$ cat config.mk
export PLATFORM = sky130hd
export DESIGN_NAME = film_wind_shutter_sequencer
export DESIGN_NICKNAME = d
export VERILOG_FILES = /design/src/design/fwss_pkg.sv /design/src/design/film_wind_shutter_sequencer.sv /design/src/design/fwss_core.sv /design/src/design/fwss_out_buf.sv
export SDC_FILE = /design/constraint.sdc
export NUM_CORES = 1
export LEC_CHECK = 0
export BUFFER_PORTS_ARGS = -buffer_cell sky130_fd_sc_hd__buf_2
export CELL_PAD_IN_SITES_DETAIL_PLACEMENT = 1
export CELL_PAD_IN_SITES_GLOBAL_PLACEMENT = 2
export CORE_MARGIN = 4
export CORE_UTILIZATION = 36
export DETAILED_ROUTE_END_ITERATION = 8
export GPL_TIMING_DRIVEN = 0
export HOLD_SLACK_MARGIN = 0.08
export PLACE_DENSITY_LB_ADDON = 0.1
export SLEW_MARGIN = 20
export SYNTH_ARGS = -nofsm -noshare
export SYNTH_HDL_FRONTEND = slang
export SYNTH_HIERARCHICAL = 1
export SYNTH_SLANG_ARGS = --single-unit
$ cat constraint.sdc
create_clock -name clk -period 3.73 [get_ports clk]
set_clock_uncertainty 0.1 [all_clocks]
set_input_delay 0.1865 -clock clk [delete_from_list [all_inputs] [get_ports clk]]
set_output_delay 0.1865 -clock clk [all_outputs]
set_load 0.05 [all_outputs]
$ cat src/design/fwss_pkg.sv
`timescale 1ns / 1ps
`default_nettype none

package fwss_pkg;

	localparam int unsigned CfgIdxW = 3;
	localparam int unsigned CfgDataW = 16;

	localparam logic [7:0] AngleMin = 8'd10;
	localparam logic [7:0] AngleMax = 8'd170;
	localparam logic [7:0] WindMax = 8'd180;

	typedef enum logic [CfgIdxW-1:0] {
		REG_MAX_PICTURES  = 3'd0,
		REG_WIND_DELAY    = 3'd1,
		REG_WIND_STOP     = 3'd2,
		REG_WIND_OFFSET   = 3'd3,
		REG_SHUTTER_HOME  = 3'd4,
		REG_SHUTTER_STEP  = 3'd5
	} reg_idx_t;

	typedef enum logic [1:0] {
		CMD_UPDATE = 2'd0,
		CMD_READY  = 2'd1,
		CMD_RELOAD = 2'd2
	} cmd_t;

	typedef enum logic [1:0] {
		PH_UNWOUND  = 2'd0,
		PH_WINDING  = 2'd1,
		PH_WOUND    = 2'd2,
		PH_PRESSING = 2'd3
	} phase_t;

	typedef struct packed {
		logic [7:0]        max_pictures;
		logic [15:0]       wind_delay_ms;
		logic [7:0]        wind_stop_position;
		logic signed [7:0] wind_speed_offset;
		logic [7:0]        shutter_home_position;
		logic signed [6:0] shutter_step;
	} cfg_t;

	typedef struct packed {
		logic [1:0] phase;
		logic [7:0] wind_command;
		logic [7:0] shutter_angle;
		logic [7:0] pictures_left;
		logic       servo_busy;
	} res_t;

endpackage

`default_nettype wire

$ cat src/design/film_wind_shutter_sequencer.sv
`timescale 1ns / 1ps
`default_nettype none

// Camera wind and shutter sequencer. Each input transfer (update tick, ready
// request or reload) updates the state in the cycle it is taken and yields one
// result, registered in the output buffer, carrying the state after that item.
// One item is taken every cycle while in_stall is low; the two-entry output buffer
// lets a new item in while one result waits, and in_stall rises only when both
// entries are held by a stalled output. Configuration writes via
// cfg_we/cfg_index/cfg_data take effect at the next edge; indexes 6 and 7 are ignored.
module film_wind_shutter_sequencer import fwss_pkg::*; (
	input  wire logic                clk,
	input  wire logic                arst_n,
	input  wire logic                cfg_we,
	input  wire logic [CfgIdxW-1:0]  cfg_index,
	input  wire logic [CfgDataW-1:0] cfg_data,
	input  wire logic                in_valid,
	output logic                     in_stall,
	input  wire logic [1:0]          cmd,
	input  wire logic                switch_closed,
	input  wire logic [31:0]         now_ms,
	output logic                     out_valid,
	input  wire logic                out_stall,
	output logic [1:0]               phase,
	output logic [7:0]               wind_command,
	output logic [7:0]               shutter_angle,
	output logic [7:0]               pictures_left,
	output logic                     servo_busy
);

	cfg_t cfg_q;
	res_t core_res, out_res;
	logic accept, buf_full;

	always_ff @(posedge clk or negedge arst_n) begin
		if (!arst_n) begin
			cfg_q.max_pictures          <= 8'd27;
			cfg_q.wind_delay_ms         <= 16'd1000;
			cfg_q.wind_stop_position    <= 8'd90;
			cfg_q.wind_speed_offset     <= 8'sd10;
			cfg_q.shutter_home_position <= 8'd10;
			cfg_q.shutter_step          <= 7'sd5;
		end else if (cfg_we) begin
			unique case (cfg_index)
				REG_MAX_PICTURES: cfg_q.max_pictures          <= cfg_data[7:0];
				REG_WIND_DELAY:   cfg_q.wind_delay_ms         <= cfg_data;
				REG_WIND_STOP:    cfg_q.wind_stop_position    <= cfg_data[7:0];
				REG_WIND_OFFSET:  cfg_q.wind_speed_offset     <= $signed(cfg_data[7:0]);
				REG_SHUTTER_HOME: cfg_q.shutter_home_position <= cfg_data[7:0];
				REG_SHUTTER_STEP: cfg_q.shutter_step          <= $signed(cfg_data[6:0]);
				default: ;
			endcase
		end
	end

	assign in_stall = buf_full;
	assign accept   = in_valid && !buf_full;

	fwss_core u_core (
		.clk           (clk),
		.arst_n        (arst_n),
		.accept        (accept),
		.cmd           (cmd),
		.switch_closed (switch_closed),
		.now_ms        (now_ms),
		.cfg           (cfg_q),
		.res           (core_res)
	);

	fwss_out_buf u_out_buf (
		.clk       (clk),
		.arst_n    (arst_n),
		.push      (accept),
		.push_data (core_res),
		.full      (buf_full),
		.out_valid (out_valid),
		.out_stall (out_stall),
		.out_data  (out_res)
	);

	assign phase         = out_res.phase;
	assign wind_command  = out_res.wind_command;
	assign shutter_angle = out_res.shutter_angle;
	assign pictures_left = out_res.pictures_left;
	assign servo_busy    = out_res.servo_busy;

endmodule

`default_nettype wire

$ cat src/design/fwss_core.sv
`timescale 1ns / 1ps
`default_nettype none

module fwss_core import fwss_pkg::*; (
	input  wire logic        clk,
	input  wire logic        arst_n,
	input  wire logic        accept,
	input  wire logic [1:0]  cmd,
	input  wire logic        switch_closed,
	input  wire logic [31:0] now_ms,
	input  wire cfg_t        cfg,
	output res_t             res
);

	phase_t      phase_q, phase_d;
	logic        ready_q, ready_d;
	logic [7:0]  count_q, count_d;
	logic [31:0] last_shot_q, last_shot_d;
	logic [7:0]  shutter_q, shutter_d;
	logic        running_q, running_d;

	logic [7:0]        home_angle;
	logic signed [9:0] shut_sum;
	logic [7:0]        shut_next;
	logic [31:0]       elapsed;
	logic [7:0]        stop_sat;
	logic signed [9:0] wind_sum;
	logic [7:0]        wind_sat;

	always_comb begin
		if (cfg.shutter_home_position < AngleMin) begin
			home_angle = AngleMin;
		end else if (cfg.shutter_home_position > AngleMax) begin
			home_angle = AngleMax;
		end else begin
			home_angle = cfg.shutter_home_position;
		end
	end

	assign shut_sum = $signed({2'b00, shutter_q})
		+ $signed({{3{cfg.shutter_step[6]}}, cfg.shutter_step});

	always_comb begin
		if (shut_sum < $signed({2'b00, AngleMin})) begin
			shut_next = AngleMin;
		end else if (shut_sum > $signed({2'b00, AngleMax})) begin
			shut_next = AngleMax;
		end else begin
			shut_next = shut_sum[7:0];
		end
	end

	assign elapsed = now_ms - last_shot_q;

	always_comb begin
		phase_d     = phase_q;
		ready_d     = ready_q;
		count_d     = count_q;
		last_shot_d = last_shot_q;
		shutter_d   = shutter_q;
		running_d   = running_q;
		case (cmd)
			CMD_UPDATE: begin
				unique case (phase_q)
					PH_UNWOUND: begin
						shutter_d = home_angle;
						if (elapsed > {16'd0, cfg.wind_delay_ms} && ready_q
								&& count_q != 8'd0) begin
							phase_d = PH_WINDING;
							ready_d = 1'b0;
						end
					end
					PH_WINDING: begin
						running_d = 1'b1;
						if (switch_closed) begin
							phase_d   = PH_WOUND;
							running_d = 1'b0;
							ready_d   = 1'b0;
						end
					end
					PH_WOUND: begin
						running_d = 1'b0;
						if (ready_q) begin
							phase_d = PH_PRESSING;
							ready_d = 1'b0;
						end
					end
					PH_PRESSING: begin
						shutter_d = shut_next;
						if (!switch_closed) begin
							if (count_q != 8'd0) begin
								count_d = count_q - 8'd1;
							end
							phase_d     = PH_UNWOUND;
							last_shot_d = now_ms;
							ready_d     = 1'b0;
						end
					end
					default: ;
				endcase
			end
			CMD_READY: begin
				ready_d = (phase_q == PH_UNWOUND) || (phase_q == PH_WOUND);
			end
			CMD_RELOAD: begin
				count_d   = cfg.max_pictures;
				running_d = 1'b0;
				shutter_d = home_angle;
				phase_d   = switch_closed ? PH_WOUND : PH_UNWOUND;
			end
			default: ;
		endcase
	end

	always_ff @(posedge clk or negedge arst_n) begin
		if (!arst_n) begin
			phase_q     <= PH_UNWOUND;
			ready_q     <= 1'b0;
			count_q     <= 8'd0;
			last_shot_q <= 32'd0;
			shutter_q   <= AngleMin;
			running_q   <= 1'b0;
		end else if (accept) begin
			phase_q     <= phase_d;
			ready_q     <= ready_d;
			count_q     <= count_d;
			last_shot_q <= last_shot_d;
			shutter_q   <= shutter_d;
			running_q   <= running_d;
		end
	end

	// wind command follows the state after this item
	assign stop_sat = (cfg.wind_stop_position > WindMax) ? WindMax : cfg.wind_stop_position;
	assign wind_sum = $signed({2'b00, cfg.wind_stop_position})
		+ $signed({{2{cfg.wind_speed_offset[7]}}, cfg.wind_speed_offset});

	always_comb begin
		if (wind_sum[9]) begin
			wind_sat = 8'd0;
		end else if (wind_sum > $signed({2'b00, WindMax})) begin
			wind_sat = WindMax;
		end else begin
			wind_sat = wind_sum[7:0];
		end
	end

	assign res.phase         = phase_d;
	assign res.wind_command  = running_d ? wind_sat : stop_sat;
	assign res.shutter_angle = shutter_d;
	assign res.pictures_left = count_d;
	assign res.servo_busy    = (phase_d == PH_WINDING) || (phase_d == PH_PRESSING);

	a_running_only_winding: assert property (@(posedge clk) disable iff (!arst_n)
		running_q |-> phase_q == PH_WINDING)
		else $error("wind servo running outside winding");

	a_shutter_range: assert property (@(posedge clk) disable iff (!arst_n)
		shutter_q >= AngleMin && shutter_q <= AngleMax)
		else $error("shutter angle out of range");

	a_count_only_reload_raises: assert property (@(posedge clk) disable iff (!arst_n)
		accept && cmd != CMD_RELOAD |=> count_q <= $past(count_q))
		else $error("picture count rose without reload");

endmodule

`default_nettype wire

$ cat src/design/fwss_out_buf.sv
`timescale 1ns / 1ps
`default_nettype none

module fwss_out_buf import fwss_pkg::*; (
	input  wire logic clk,
	input  wire logic arst_n,
	input  wire logic push,
	input  wire res_t push_data,
	output logic      full,
	output logic      out_valid,
	input  wire logic out_stall,
	output res_t      out_data
);

	logic main_valid_q, skid_valid_q;
	res_t main_q, skid_q;
	logic pop;

	assign pop       = main_valid_q && !out_stall;
	assign full      = skid_valid_q;
	assign out_valid = main_valid_q;
	assign out_data  = main_q;

	always_ff @(posedge clk or negedge arst_n) begin
		if (!arst_n) begin
			main_valid_q <= 1'b0;
			skid_valid_q <= 1'b0;
		end else if (pop) begin
			if (skid_valid_q) begin
				skid_valid_q <= 1'b0;
			end else begin
				main_valid_q <= push;
			end
		end else if (!main_valid_q) begin
			main_valid_q <= push;
		end else if (push) begin
			skid_valid_q <= 1'b1;
		end
	end

	// payload: move skid forward on pop, else catch the new transfer
	always_ff @(posedge clk) begin
		if (pop) begin
			if (skid_valid_q) begin
				main_q <= skid_q;
			end else begin
				main_q <= push_data;
			end
		end else if (!main_valid_q) begin
			main_q <= push_data;
		end else if (push) begin
			skid_q <= push_data;
		end
	end

	a_skid_needs_main: assert property (@(posedge clk) disable iff (!arst_n)
		skid_valid_q |-> main_valid_q)
		else $error("skid holds data while main stage is empty");

	a_no_push_when_full: assert property (@(posedge clk) disable iff (!arst_n)
		skid_valid_q |-> !push)
		else $error("transfer into full buffer");

	a_stalled_holds: assert property (@(posedge clk) disable iff (!arst_n)
		main_valid_q && out_stall |=> main_valid_q && main_q == $past(main_q))
		else $error("stalled result changed");

endmodule

`default_nettype wire

# After elaboration in Yosys (flattened, before gate mapping)
# Cells that the tools add are included.
classes:
  order_cmp: 7
  n_reduce_logical: 25
  n_mul: 0
  n_eq_ne: 17
  bitwise_logic: 2
  shifts: 0
  n_div: 0
  addsub: 4
  muxes: 38
ops:
  columns: ["cell", "count"]
  rows:
  - ["8-bit two-way mux", 11]
  - ["27-bit two-way mux", 3]
  - ["8-bit one-hot mux with 2 select lines", 3]
  - ["32-bit by 16-bit greater-than comparator with 1-bit output", 1]
  - ["32-bit subtractor", 1]
  - ["10-bit by 9-bit greater-than comparator with 1-bit output, second input constant", 2]
  - ["8-bit greater-than comparator, second input constant", 2]
  - ["2-bit AND reduction", 7]
  - ["9-bit by 7-bit adder with 10-bit output", 1]
  - ["9-bit by 8-bit adder with 10-bit output", 1]
  - ["10-bit by 5-bit less-than comparator with 1-bit output, second input constant", 1]
  - ["1-bit two-way mux", 10]
  - ["2-bit two-way mux", 5]
  - ["2-bit == test, second input constant", 4]
  - ["8-bit by 4-bit less-than comparator with 1-bit output, second input constant", 1]
  - ["2-bit one-hot mux with 4 select lines", 1]
  - ["8-bit nonzero test", 1]
  - ["8-bit by 1-bit subtractor with 8-bit output, second input constant", 1]
  - ["2-bit by 1-bit == test with 1-bit output, second input constant", 3]
  - ["3-bit by 2-bit == test with 1-bit output, second input constant", 2]
  - ["3-bit == test, second input constant", 2]
  - ["3-bit inequality test, second input constant", 2]
  - ["1-bit one-hot mux with 2 select lines", 3]
  - ["2-bit nonzero test", 3]
  - ["other kinds (14)", 22]
word_totals:
  memories: 0
  wordCells: 117
  latchBits: 0
  mem_bits_rw: 0
  register_bits: 163
  rom_bits: 0
  input_bits: 59

# Longest topological paths before layout
depth:
  ltp_word: 11
  mapped_depth: 19
  mapped_depth_nobuf: 19

# Modules after synthesis
# Netlist, hierarchy kept.
modules_own_cells:
  columns: ["mod", "cells_per_inst", "instances", "area_per_inst_um2"]
  rows:
  - ["fwss_core", 813, 1, 6349.8]
  - ["film_wind_shutter_sequencer", 121, 1, 2173.3]
  - ["fwss_out_buf", 94, 1, 2145.8]

# Least setup slack after synthesis
# Ideal clock, no wire load.
synth_path:
  path_kind: "flip-flop to flip-flop"
  from: "register u_core.last_shot_q[0]"
  to: "register u_out_buf.main_q, in the netlist u_out_buf/out_data[25], data pin"
  path_stages_with_launch: 17
  required_ns: 3.370
  period_less_slack_ns: 4.012
  t_arrival_ns: 3.652
  setup_slack_ns: -0.282
  cell_sequence: "dfrtp_1 ha_1 fa_1 nand2b_1 a21oi_2 o2111ai_2 o21ai_4 xor2_1 ha_1 nand4_1 nor4_1 nand2_1 a221oi_1 and4b_1 and4_4 o21ai_1 mux2_4"
synth_rtl:
  columns: ["element", "line", "rtl"]
  rows:
  - ["start: declaration", "fwss_core.sv:18", "logic [31:0] last_shot_q, last_shot_d;"]
  - ["start signal: assignment", "fwss_core.sv:127", "last_shot_q <= last_shot_d;"]
  - ["end signal: assignment", "fwss_out_buf.sv:45", "main_q <= skid_q;"]
  - ["end signal: assignment", "fwss_out_buf.sv:47", "main_q <= push_data;"]
  - ["end signal: assignment", "fwss_out_buf.sv:50", "main_q <= push_data;"]
  - ["end: declaration", "fwss_out_buf.sv:16", "res_t main_q, skid_q;"]

==> summary.md <==
| Metric | Value |
|---|---|
| Pins Over Slew Limit | 0 |
| Syn_nets | 1161 |
| Critical Path RT | around 3.8 ns |
| Area of the multi-input gates | 0.00594 mm^2 |
| Vias | approximately 8400 |
| Failing checks | negative setup slack |
| Register bit total from synthesis | 163 |
| CTS Buffer Depth | 2 |
| Ys Warns | 6 |
| Clk Latency, worst-skew pair | 0.43 ns |
| Relative slew slack | 39.1% |
| Clock sink count | between 150 and 200 |
| Seq/Total Area, Yosys | 41.0% |
| RePlAce Congestion | just over 0.8 |
| Final WL | 30300 um |
| DR pass1 iterations | 4 |
| Routed length on met1 | 15500 um |
| Largest net degree at the start of global routing | 76 |
| Fin Hold WS | 0.118 ns |
| Initial antenna violation count | 0 |
| First-pass GRT wire length | a little under 50000 um |
| Post-Synthesis Cells | 1028 |
| Ys async rst share | 66.9% |
| Average routed wire per standard cell | ~19 um |
| P per Cell Area | 764 mW/mm^2 |
| Total length of routed met3 wires | 739 um |
| Residual DRC count | 0 |
| Vias in the first global route | 8773 |
| Port bufs | 85 |
| Pleak | 5.59 nW |
| Run status | complete, but fails checks |
| Number of I/O pins | roughly 90 |
| Nets@finish | 1333 |
| Total GRT Usage | 18.5% |
| HP Class | in2reg |
| Synth top area share | approximately a fifth |
| Seq. cell area | roughly 0.0044 mm^2 |
| # diodes | 0 |
| Yosys cell types | 92 |
| Max-Cap Viols | 0 |
| Core ar. | roughly 0.029 mm^2 |
| TritonCTS clock tree | built |
| Post-synth top area cell | dfrtp_1 |
| Final HPWL from detailed placement | 22700 um |
| Die X | 180 um |
| Root Buffer | clkbuf_16 |
| Final hold viol count | 0 |
| Post-synth EDFFs | 54 |
| Fraction of layout cells with a size suffix above 1 | 28.4% |
| Clock H-tree levels | 4 |
| Final Power | just under 10 mW |
| CP max FO | 5 |
| Critical path arrival | 4.22 ns |
| RSZ-0062 raised after global routing | yes |
| Most numerous cell in the Yosys netlist | mux2_2 |
| Vias per cell | about 5.3 |
| Initial Util | 36.9% |
| Row cnt | 62 |
| Layout Utilization | ~45% |
| Total CTS buffers | 17 |
| Final worst setup slack | -0.414 ns |
| CP Launch Type | register |
| VDD IR-drop max | 0.282 mV |
| Most used DFF post-synth | dfrtp_1 |
| Remaining Overflow, GRT | 0 |
| Die height | 180 um |
| Die area | 0.0325 mm^2 |
| Wire length on met2 | 13800 um |
| Synth-to-layout area growth | 21.8% |
| Slew @ Worst Pin | 0.914 ns |
| Fmax achieved | around 240 MHz |
| Highest Signal Layer | met4 |
| Mapped Avg Cell Area | 10.4 um^2 |
| CP endpoint kind | register |
| Fin crit share | 111% |
| Fill count | 3228 |
| Worst-path clk slew | 0.07 ns |
| Setup Crit Path Kind | reg2reg |
| Largest cells by area after synthesis | dfrtp_1, edfxtp_1, mux2_2 |
| Minimum clock period after layout | 4.14 ns |
| Commonest cells post-synth | mux2_2, dfrtp_1, a21oi_1 |
| Final setup fails | 6 |
| Mapped Area | 0.0107 mm^2 |
| DRT iter0 DRCs | 411 |
| Detail Route Antenna Nets | 0 |
## layout make-up
class	count	share of cell area, %
plain buffers	32	1.44
clock buffers	18	3.47
clock inverters	14	1.43
inverters	76	2.20
multi-input cells	757	45.7
flip-flops and latches	163	33.7
well taps	384	3.70
repair buffers	153	8.40
## power by group
group          internal (mW)  total (mW)  switching (mW)  leakage, nW
clock network           1.12        1.94           0.821        0.317
registers               2.56        2.93           0.365         1.87
logic                   2.00        5.06            3.06         3.41
## per-stage QoR
step | setup TNS (ns) | cells | worst slack, ns | cell area (um^2)
final | -1.44 | 1597 | -0.414 | 13000
after detailed placement | -2.22 | 1498 | -0.605 | 11600
after CTS | -1.39 | 1587 | -0.406 | 12900
after global routing | -2.81 | 1597 | -0.643 | 13000
after floorplan | -0.206 | 1028 | -0.103 | 10700
after global placement | -2.27 | 1497 | -0.612 | 11600
## critical path, cell delays in order, from the launching register on
cell and delay, ns:
dfrtp_1 0.37, inv_1 0.06, ha_2 0.30, a21o_1 0.20, a21oi_2 0.20, nand2_2 0.09, a21o_1 0.20, a21oi_2 0.17
xnor2_2 0.16, ha_1 0.29, a21oi_1 0.14, o21ai_0 0.13, a221oi_2 0.28, nand2_1 0.14, a221oi_2 0.22, and4b_1 0.22
and4_4 0.24, o21ai_1 0.08, mux2_2 0.28
## kinds of logic (layout without fill, tap and decap cells)
| kind of cell | after synthesis | after routing | synth area share, % |
|---|---|---|---|
| compound gates | 274 | 274 | 16.9 |
| simple gates | 255 | 255 | 12.2 |
| flops | 163 | 163 | 41.0 |
| mux | 121 | 121 | 13.8 |
| buf+inv | 108 | 293 | 4.43 |
| fa+ha+maj | 74 | 74 | 8.89 |
| xor+xnor | 33 | 33 | 2.71 |
## state kept, by name (all words and copies together), names as in the netlist, 2 cells and up
register,flops
u_core/last_shot_q,32
u_out_buf/skid_q,27
u_out_buf/out_data,27
u_core/phase_q,2
u_core/count_q,8
cfg_q,55
u_core/shutter_q,8
## path summary, 6_finish.rpt
path                                                       to                                from  cells past startpoint  slack [ns]
setup / recovery              u_out_buf/out_data[0]$_DFFE_PP_   u_core/last_shot_q[3]$_DFFE_PN0P_                     18       -0.41
hold / removal                u_out_buf/out_valid$_DFFE_PN0P_                            in_valid                      3        0.12
setup reg to reg              u_out_buf/out_data[0]$_DFFE_PP_   u_core/last_shot_q[3]$_DFFE_PN0P_                     18       -0.41
hold reg to reg            u_core/last_shot_q[23]$_DFFE_PN0P_  u_core/last_shot_q[23]$_DFFE_PN0P_                      1        0.41
max in group asynchronous               cfg_q[40]$_DFFE_PN1P_                              arst_n                      3        2.65
min in group asynchronous     u_core/shutter_q[4]$_DFFE_PN0P_                              arst_n                      2        0.13
## repair_timing
item / 4_1_cts / 5_1_grt
gates resized for setup: 8 / 11
hold buffers: 50 / 0
setup endpoints to repair: 6 / 11
buffers inserted: 7 / 10
hold endpoints to repair: 178 / 0
pin swaps: 10 / 10
## layer usage
layer / vias to the layer above / GRT usage (%)
met5: - / 0
met4: 0 / 3.21
met3: 13 / 3.07
met2: 103 / 29.4
met1: 4205 / 27.1
li1: 4124 / -
## placed cells by master (no fill, tap or decap), types with 6 or more instances in the layout
| master | instances |
|---|---|
| o21ai_0 | 61 |
| a31oi_1 | 10 |
| edfxtp_1 | 54 |
| nand2b_1 | 12 |
| dfrtp_1 | 87 |
| mux2_4 | 30 |
| or3_1 | 9 |
| nand2_1 | 69 |
| o21ai_1 | 7 |
| clkbuf_1 | 16 |
| mux2_2 | 88 |
| nor2_1 | 64 |
| a21oi_1 | 76 |
| nand4_1 | 12 |
| dfstp_2 | 22 |
| buf_4 | 16 |
| o22ai_1 | 9 |
| nor2b_1 | 6 |
| clkbuf_16 | 18 |
| nand3_1 | 21 |
| o21a_1 | 6 |
| a21oi_2 | 8 |
| nor3_1 | 14 |
| buf_2 | 93 |
| a21o_1 | 23 |
| o211ai_1 | 7 |
| inv_1 | 76 |
| ha_1 | 68 |
| dlygate4sd3_1 | 50 |
| xnor2_1 | 20 |
| xor2_1 | 11 |
(Power assumes the default switching activity.)
